$ cat src/hdl/vaos_pkg.sv
// Shared constants, codes and beat types for the voice allocator.
package vaos_pkg;

   localparam int NUM_VOICES = 16;
   localparam int PAD_COUNT  = 16;

   localparam int IDX_W = $clog2(NUM_VOICES);
   localparam int CNT_W = $clog2(NUM_VOICES + 1);
   localparam int PAD_W = (PAD_COUNT > 1) ? $clog2(PAD_COUNT) : 1;
   localparam int AGE_W = 64;
   localparam int ENTRY_W = PAD_W + AGE_W;

   // request codes
   localparam logic [1:0] REQ_TRIGGER  = 2'd0;
   localparam logic [1:0] REQ_KILL_PAD = 2'd1;
   localparam logic [1:0] REQ_KILL_ALL = 2'd2;
   localparam logic [1:0] REQ_DONE     = 2'd3;

   // status codes
   localparam logic [1:0] ST_FREE   = 2'd0;
   localparam logic [1:0] ST_STOLEN = 2'd1;
   localparam logic [1:0] ST_REJECT = 2'd2;
   localparam logic [1:0] ST_OTHER  = 2'd3;

   typedef struct packed {
      logic [1:0] req_type;
      logic [4:0] pad_index;
      logic       sample_valid;
      logic [3:0] done_voice;
   } vaos_req_type;

   typedef struct packed {
      logic [1:0]  status;
      logic [3:0]  voice_index;
      logic [15:0] release_mask;
      logic [4:0]  active_count;
   } vaos_rsp_type;

endpackage

$ cat src/hdl/vaos_ram.sv
// Generic single-port-write, single-port-read RAM with registered read data.
module vaos_ram #(
   parameter int WIDTH = 8,
   parameter int DEPTH = 16
) (
   input  logic                     clock,
   input  logic                     wr_en,
   input  logic [$clog2(DEPTH)-1:0] wr_addr,
   input  logic [WIDTH-1:0]         wr_data,
   input  logic                     rd_en,
   input  logic [$clog2(DEPTH)-1:0] rd_addr,
   output logic [WIDTH-1:0]         rd_data
);

   logic [WIDTH-1:0] mem [DEPTH];
   logic [WIDTH-1:0] rd_data_ff;

   always_ff @(posedge clock) begin
      if (wr_en) begin
         mem[wr_addr] <= wr_data;
      end
      if (rd_en) begin
         rd_data_ff <= mem[rd_addr];
      end
   end

   assign rd_data = rd_data_ff;

endmodule

$ cat src/hdl/voice_allocator_oldest_steal_unit.sv
// A request sweeps the voice RAM when it is a valid trigger with every voice busy
// or a kill-pad request; other requests go straight to the response state.
// Throughput: one request at a time; busy stays high until the result strobe.
// The sweep reads one pad/age entry per cycle from the single RAM read port.
// Reset (synchronous): all voices inactive, age counter zero, no RAM clearing.
// Results cannot be stalled; each result is shown for exactly one cycle.
module voice_allocator_oldest_steal_unit (
   input  logic                  clock,
   input  logic                  reset,
   input  logic                  start,
   output logic                  busy,
   input  vaos_pkg::vaos_req_type req_item,
   output logic                  rsp_valid,
   output vaos_pkg::vaos_rsp_type rsp_item
);
   import vaos_pkg::*;

   localparam logic [2:0] S_IDLE   = 3'd0;
   localparam logic [2:0] S_EXEC   = 3'd1;
   localparam logic [2:0] S_SCAN   = 3'd2;
   localparam logic [2:0] S_FINISH = 3'd3;
   localparam logic [2:0] S_RESP   = 3'd4;

   localparam logic [IDX_W-1:0] LAST_IDX = IDX_W'(NUM_VOICES - 1);

   logic [2:0]            state_ff, state_in;
   vaos_req_type          req_ff, req_in;
   logic [NUM_VOICES-1:0] active_ff, active_in;
   logic [AGE_W-1:0]      age_ff, age_in;
   logic [IDX_W-1:0]      scan_addr_ff, scan_addr_in;
   logic                  scan_issue_ff, scan_issue_in;
   logic                  rd_valid_ff, rd_valid_in;
   logic [IDX_W-1:0]      rd_idx_ff, rd_idx_in;
   logic [IDX_W-1:0]      best_idx_ff, best_idx_in;
   logic [AGE_W-1:0]      best_age_ff, best_age_in;
   logic [NUM_VOICES-1:0] mask_ff, mask_in;
   logic [1:0]            status_ff, status_in;
   logic [IDX_W-1:0]      vidx_ff, vidx_in;
   logic                  rsp_valid_ff, rsp_valid_in;
   vaos_rsp_type          rsp_ff, rsp_in;

   logic                  wr_en;
   logic [IDX_W-1:0]      wr_addr;
   logic [ENTRY_W-1:0]    wr_data;
   logic                  rd_en;
   logic [ENTRY_W-1:0]    rd_data;
   logic [PAD_W-1:0]      rd_pad;
   logic [AGE_W-1:0]      rd_age;

   logic                  free_found;
   logic [IDX_W-1:0]      free_idx;
   logic [CNT_W-1:0]      active_cnt;
   logic                  trig_ok;
   logic                  done_ok;
   logic [IDX_W-1:0]      done_idx;
   logic [AGE_W-1:0]      age_next;
   logic [IDX_W+3:0]      vidx_ext;
   logic [CNT_W+4:0]      cnt_ext;

   vaos_ram #(
      .WIDTH(ENTRY_W),
      .DEPTH(NUM_VOICES)
   ) u_voice_ram (
      .clock  (clock),
      .wr_en  (wr_en),
      .wr_addr(wr_addr),
      .wr_data(wr_data),
      .rd_en  (rd_en),
      .rd_addr(scan_addr_ff),
      .rd_data(rd_data)
   );

   assign rd_pad = rd_data[ENTRY_W-1:AGE_W];
   assign rd_age = rd_data[AGE_W-1:0];

   // lowest-numbered inactive voice
   always_comb begin
      free_found = 1'b0;
      free_idx   = '0;
      for (int i = NUM_VOICES - 1; i >= 0; i--) begin
         if (!active_ff[i]) begin
            free_found = 1'b1;
            free_idx   = IDX_W'(i);
         end
      end
   end

   always_comb begin
      active_cnt = '0;
      for (int i = 0; i < NUM_VOICES; i++) begin
         active_cnt = active_cnt + CNT_W'(active_ff[i]);
      end
   end

   assign trig_ok  = req_ff.sample_valid && (6'(req_ff.pad_index) < 6'(PAD_COUNT));
   assign done_ok  = 7'(req_ff.done_voice) < 7'(NUM_VOICES);
   assign done_idx = IDX_W'(req_ff.done_voice);
   assign age_next = age_ff + AGE_W'(1);
   assign vidx_ext = (IDX_W + 4)'(vidx_ff);
   assign cnt_ext  = (CNT_W + 5)'(active_cnt);

   always_comb begin
      state_in      = state_ff;
      req_in        = req_ff;
      active_in     = active_ff;
      age_in        = age_ff;
      scan_addr_in  = scan_addr_ff;
      scan_issue_in = scan_issue_ff;
      rd_valid_in   = 1'b0;
      rd_idx_in     = scan_addr_ff;
      best_idx_in   = best_idx_ff;
      best_age_in   = best_age_ff;
      mask_in       = mask_ff;
      status_in     = status_ff;
      vidx_in       = vidx_ff;
      rsp_valid_in  = 1'b0;
      rsp_in        = rsp_ff;
      wr_en         = 1'b0;
      wr_addr       = free_idx;
      wr_data       = {PAD_W'(req_ff.pad_index), age_next};
      rd_en         = 1'b0;

      case (state_ff)
         S_IDLE: begin
            if (start) begin
               req_in   = req_item;
               state_in = S_EXEC;
            end
         end
         S_EXEC: begin
            mask_in       = '0;
            vidx_in       = '0;
            status_in     = ST_OTHER;
            scan_addr_in  = '0;
            scan_issue_in = 1'b0;
            state_in      = S_RESP;
            case (req_ff.req_type)
               REQ_TRIGGER: begin
                  if (!trig_ok) begin
                     status_in = ST_REJECT;
                  end else if (free_found) begin
                     wr_en               = 1'b1;
                     active_in[free_idx] = 1'b1;
                     age_in              = age_next;
                     vidx_in             = free_idx;
                     status_in           = ST_FREE;
                  end else begin
                     scan_issue_in = 1'b1;
                     state_in      = S_SCAN;
                  end
               end
               REQ_KILL_PAD: begin
                  scan_issue_in = 1'b1;
                  state_in      = S_SCAN;
               end
               REQ_KILL_ALL: begin
                  active_in = '0;
               end
               default: begin
                  if (done_ok) begin
                     active_in[done_idx] = 1'b0;
                  end
               end
            endcase
         end
         S_SCAN: begin
            if (scan_issue_ff) begin
               rd_en       = 1'b1;
               rd_valid_in = 1'b1;
               if (scan_addr_ff == LAST_IDX) begin
                  scan_issue_in = 1'b0;
               end else begin
                  scan_addr_in = scan_addr_ff + IDX_W'(1);
               end
            end
            if (rd_valid_ff) begin
               if (req_ff.req_type == REQ_TRIGGER) begin
                  // strict compare keeps the lowest index on equal ages
                  if (rd_idx_ff == '0 || rd_age < best_age_ff) begin
                     best_idx_in = rd_idx_ff;
                     best_age_in = rd_age;
                  end
               end else if (active_ff[rd_idx_ff] &&
                            (5'(rd_pad) == req_ff.pad_index)) begin
                  mask_in[rd_idx_ff] = 1'b1;
               end
               if (rd_idx_ff == LAST_IDX) begin
                  state_in = S_FINISH;
               end
            end
         end
         S_FINISH: begin
            if (req_ff.req_type == REQ_TRIGGER) begin
               wr_en                  = 1'b1;
               wr_addr                = best_idx_ff;
               active_in[best_idx_ff] = 1'b1;
               age_in                 = age_next;
               vidx_in                = best_idx_ff;
               status_in              = ST_STOLEN;
            end
            state_in = S_RESP;
         end
         S_RESP: begin
            rsp_in.status       = status_ff;
            rsp_in.voice_index  = vidx_ext[3:0];
            rsp_in.active_count = cnt_ext[4:0];
            for (int i = 0; i < 16; i++) begin
               rsp_in.release_mask[i] = (i < NUM_VOICES) ? mask_ff[i % NUM_VOICES] : 1'b0;
            end
            rsp_valid_in = 1'b1;
            state_in     = S_IDLE;
         end
         default: begin
            state_in = S_IDLE;
         end
      endcase
   end

   always_ff @(posedge clock) begin
      if (reset) begin
         state_ff      <= S_IDLE;
         active_ff     <= '0;
         age_ff        <= '0;
         scan_issue_ff <= 1'b0;
         rd_valid_ff   <= 1'b0;
         rsp_valid_ff  <= 1'b0;
      end else begin
         state_ff      <= state_in;
         active_ff     <= active_in;
         age_ff        <= age_in;
         scan_issue_ff <= scan_issue_in;
         rd_valid_ff   <= rd_valid_in;
         rsp_valid_ff  <= rsp_valid_in;
      end
   end

   always_ff @(posedge clock) begin
      req_ff       <= req_in;
      scan_addr_ff <= scan_addr_in;
      rd_idx_ff    <= rd_idx_in;
      best_idx_ff  <= best_idx_in;
      best_age_ff  <= best_age_in;
      mask_ff      <= mask_in;
      status_ff    <= status_in;
      vidx_ff      <= vidx_in;
      rsp_ff       <= rsp_in;
   end

   assign busy      = (state_ff != S_IDLE);
   assign rsp_valid = rsp_valid_ff;
   assign rsp_item  = rsp_ff;

   a_rsp_after_resp: assert property (@(posedge clock) disable iff (reset)
      rsp_valid |-> $past(state_ff == S_RESP))
      else $error("result strobe without a response state");

   a_busy_ends_with_rsp: assert property (@(posedge clock) disable iff (reset)
      (!$past(reset) && $fell(busy)) |-> rsp_valid)
      else $error("request finished without a result beat");

   a_steal_only_when_full: assert property (@(posedge clock) disable iff (reset)
      (state_ff == S_FINISH && req_ff.req_type == REQ_TRIGGER) |-> (&active_ff))
      else $error("voice stolen while a free voice existed");

endmodule
$ cat config.mk
export PLATFORM = sky130hd
export DESIGN_NAME = voice_allocator_oldest_steal_unit
export DESIGN_NICKNAME = d
export VERILOG_FILES = /design/src/hdl/vaos_pkg.sv /design/src/hdl/vaos_ram.sv /design/src/hdl/voice_allocator_oldest_steal_unit.sv
export SDC_FILE = /design/constraint.sdc
export NUM_CORES = 2
export LEC_CHECK = 0
export ABC_CLOCK_PERIOD_IN_PS = 15300
export BUFFER_PORTS_ARGS = -buffer_cell sky130_fd_sc_hd__clkbuf_2
export CORE_UTILIZATION = 62
export DETAILED_ROUTE_END_ITERATION = 6
export PLACE_DENSITY = 0.89
export SYNTH_ARGS = -nofsm -noshare
export SYNTH_HDL_FRONTEND = slang
export SYNTH_HIERARCHICAL = 1
export SYNTH_SLANG_ARGS = --single-unit
$ cat constraint.sdc
create_clock -name clock -period 15.3 [get_ports clock]
set_input_delay 1.53 -clock clock [delete_from_list [all_inputs] [get_ports clock]]
set_output_delay 1.53 -clock clock [all_outputs]
set_load 0.005 [all_outputs]
==> run_results.csv <==
group,metric,value,unit
outcome,status,"finished, final reports clean",
logic_synthesis,synth_seq_area_share,74.1,%
logic_synthesis,ys_async_sr_fraction,0,%
power,p_leak,20.1,nW
clocking,postCtsSetupBuffers,0,
placed_design,globalplace.congestion,0.853,
logic_synthesis,synth_fp_nets,3029,
logic_synthesis,yosys_warnings,6,
setup_path,worstSetupPathType,"flop to flop",
sta,drv_slew,0,
clocking,cts.clk_slew.worst_paths,0.06,ns
setup_path,worst_ep_arrival_time,5.54,ns
clocking,cts_buffers,134,
floorplanning,dieWidth,299,µm
routing,post_drt_wl_per_cell,31.6,µm
logic_synthesis,ys_types,66,
placed_design,portBuffers,43,
routing,top_layer,"met4",
logic_synthesis,synth_top_flop_cell,"edfxtp_1",
sta,hold_viol_final,0,
floorplanning,coreArea,87000,µm²
layout,nFillCells,4941,
layout,antenna_cells,0,
setup_path,cp.required,15.66,ns
logic_synthesis,netlist_area,54600,µm²
layout,final_cell_mix,"edfxtp_1, mux4_2, nor2_1",
logic_synthesis,synth-seq-cells,1379,
setup_path,setup.worst_path.end_class,"flop",
power,irDropWorstVdd,136,µV
sta,maxSlewHeadroom,4.09,%
floorplanning,die_y,299,µm
routing,firstDrtPassIters,6,
setup_path,start_kind,"flop",
global_route,antenna_found_initial,0,
sta,fin_tns_setup,0,ns
setup_path,crit_fanout,40,
routing,drt_iter0_drc,3978,
sta,worstMarginPinSlew,1.43,ns
job,maxCapViolations,0,
clocking,cts_resized,0,
clocking,ctsLongestPathBuffers,3,
routing,vias,29800,
global_route,grt_overflow,0,
sta,grt_setup_unrepaired,"no",
layout,syn_to_final_growth,10.9,%
layout,fin_nets,3123,
clocking,holdBufCountCts,0,
sta,setup_violations,0,
clocking,ctsRootBufferMaster,"clkbuf_16",
logic_synthesis,netlist_instances,2934,
floorplanning,die-area,89300,µm²
layout,layout-drive-gt1-share,20.0,%
layout,seq_area,40500,µm²
sta,min_period_over_period,33.9,%
placed_design,dp.final_hpwl,71200,µm
routing,met2_length,67700,µm
clocking,insertion_delay,0.75,ns
routing,wl_met3,14100,µm
global_route,grt_first_pass_wirelength,200000,µm
layout,final_common_cell,"edfxtp_1",
logic_synthesis,synth-edff-count,1289,
floorplanning,rows,108,
hold_path,hp-class,"flop to flop",
routing,viasPerCell,6.94,
sta,fmax,193,MHz
global_route,grt_pass1_vias,30700,
sta,hold_slack,0.416,ns
floorplanning,io_pins,44,
sta,min_period,5.18,ns
logic_synthesis,synth.avg_cell_area,18.6,µm²
routing,m1WireLength,47800,µm
layout,multiInputGateArea,13500,µm²
clocking,clock-sinks,1379,
global_route,grt_max_degree,82,
routing,ant_nets,0,
global_route,grt_usage,30.9,%
clocking,htreeDepth,4,
routing,wl,136000,µm
sta,fin_worst_skew,0.0390,ns
routing,route.detailed.drc,0,
power,power_density,124,nW/µm²
clocking,cts_tree,"built",
floorplanning,initial_utilization,62.8,%
through the flow:
stage | setup WS (ns) | power (mW) | cell area (µm²) | utilization (%) | instances
floorplan | 7.90 | 4.30 | 54600 | - | 2934
global route | 10.03 | 7.65 | 60600 | 69.6 | 4290
finish | 10.12 | 7.49 | 60600 | 69.6 | 4290
CTS | 10.19 | 7.50 | 60400 | 69.5 | 4289
global placement | 10.56 | 4.35 | 56200 | 64.6 | 4045
detailed placement | 10.24 | 4.36 | 56200 | 64.6 | 4046
synthesized netlist by cell type, types with 14 or more instances:
| cell | instances | area [µm²] |
|---|---|---|
| inv_1 | 90 | 338 |
| nor2_1 | 161 | 604 |
| ha_1 | 70 | 876 |
| a22oi_1 | 139 | 1040 |
| a31oi_1 | 24 | 150 |
| nand4_1 | 35 | 219 |
| dfxtp_1 | 90 | 1800 |
| a21oi_1 | 66 | 330 |
| xor2_1 | 53 | 464 |
| nor3_1 | 32 | 160 |
| edfxtp_1 | 1289 | 38700 |
| xnor2_1 | 68 | 596 |
| buf_2 | 30 | 150 |
| and3_1 | 20 | 125 |
| mux4_2 | 277 | 6240 |
| nand2_1 | 144 | 541 |
| nand3_1 | 32 | 160 |
| a21o_1 | 16 | 120 |
| clkbuf_1 | 86 | 323 |
| o21ai_0 | 37 | 185 |
| nand2b_1 | 14 | 87.6 |
| nor2b_1 | 20 | 125 |
sequential cells by signal, indices dropped and copies added (netlist names), 8 cells and up:
register / flops
u_voice_ram/rd_data: 68
age_ff: 64
u_voice_ram/mem: 1088
req_ff: 8
rsp_item: 27
best_age_ff: 64
mask_ff: 16
active_ff: 16
worst paths after layout:
check	start	endpoint	slack (ns)	cells after the start
hold / removal	status_ff[0]	rsp_item[25]	0.42	0
setup / recovery	req_ff[10]	u_voice_ram/mem[13][1]	10.12	7
setup reg to reg	req_ff[10]	u_voice_ram/mem[13][1]	10.12	7
hold reg to reg	status_ff[0]	rsp_item[25]	0.42	0
power breakdown:
group	internal (mW)	leakage [nW]	switching (mW)	total, mW
Combinational	0.0772	5.47	0.109	0.186
Sequential	4.08	12.6	0.0145	4.10
Clock	1.78	2.07	1.42	3.21
Total	5.94	20.1	1.55	7.49
logic make-up after synthesis:
group           after synthesis  share of synthesized area (%)
simple gates                519                           4.66
fa+ha+maj                    80                           1.97
flops                      1379                           74.1
compound gates              332                           4.12
buf+inv                     222                           1.67
xor+xnor                    121                           1.94
mux                         281                           11.5
area by class of cell:
type | count | area share (%)
Timing Repair Buffer | 89 | 0.925
Inverter | 91 | 0.564
Multi-Input combinational cell | 1333 | 22.3
Sequential cell | 1379 | 66.9
Clock buffer | 168 | 5.94
Clock inverter | 75 | 1.01
Tap cell | 1155 | 2.39
worst max-delay path, stage by stage, from the launching register on:
cell,delay [ns]
edfxtp_1,0.66
or2_2,0.43
a21oi_1,0.63
nand2_1,0.28
mux2_2,0.43
nand2b_1,0.36
nor2_4,1.10
buf_4,0.84
routing by layer:
metal	GRT usage, %	vias up
li1	-	11900
met1	41.1	15100
met2	50.6	2243
met3	5.54	455
met4	13.6	0
met5	0	-
(Power assumes the default switching activity.)
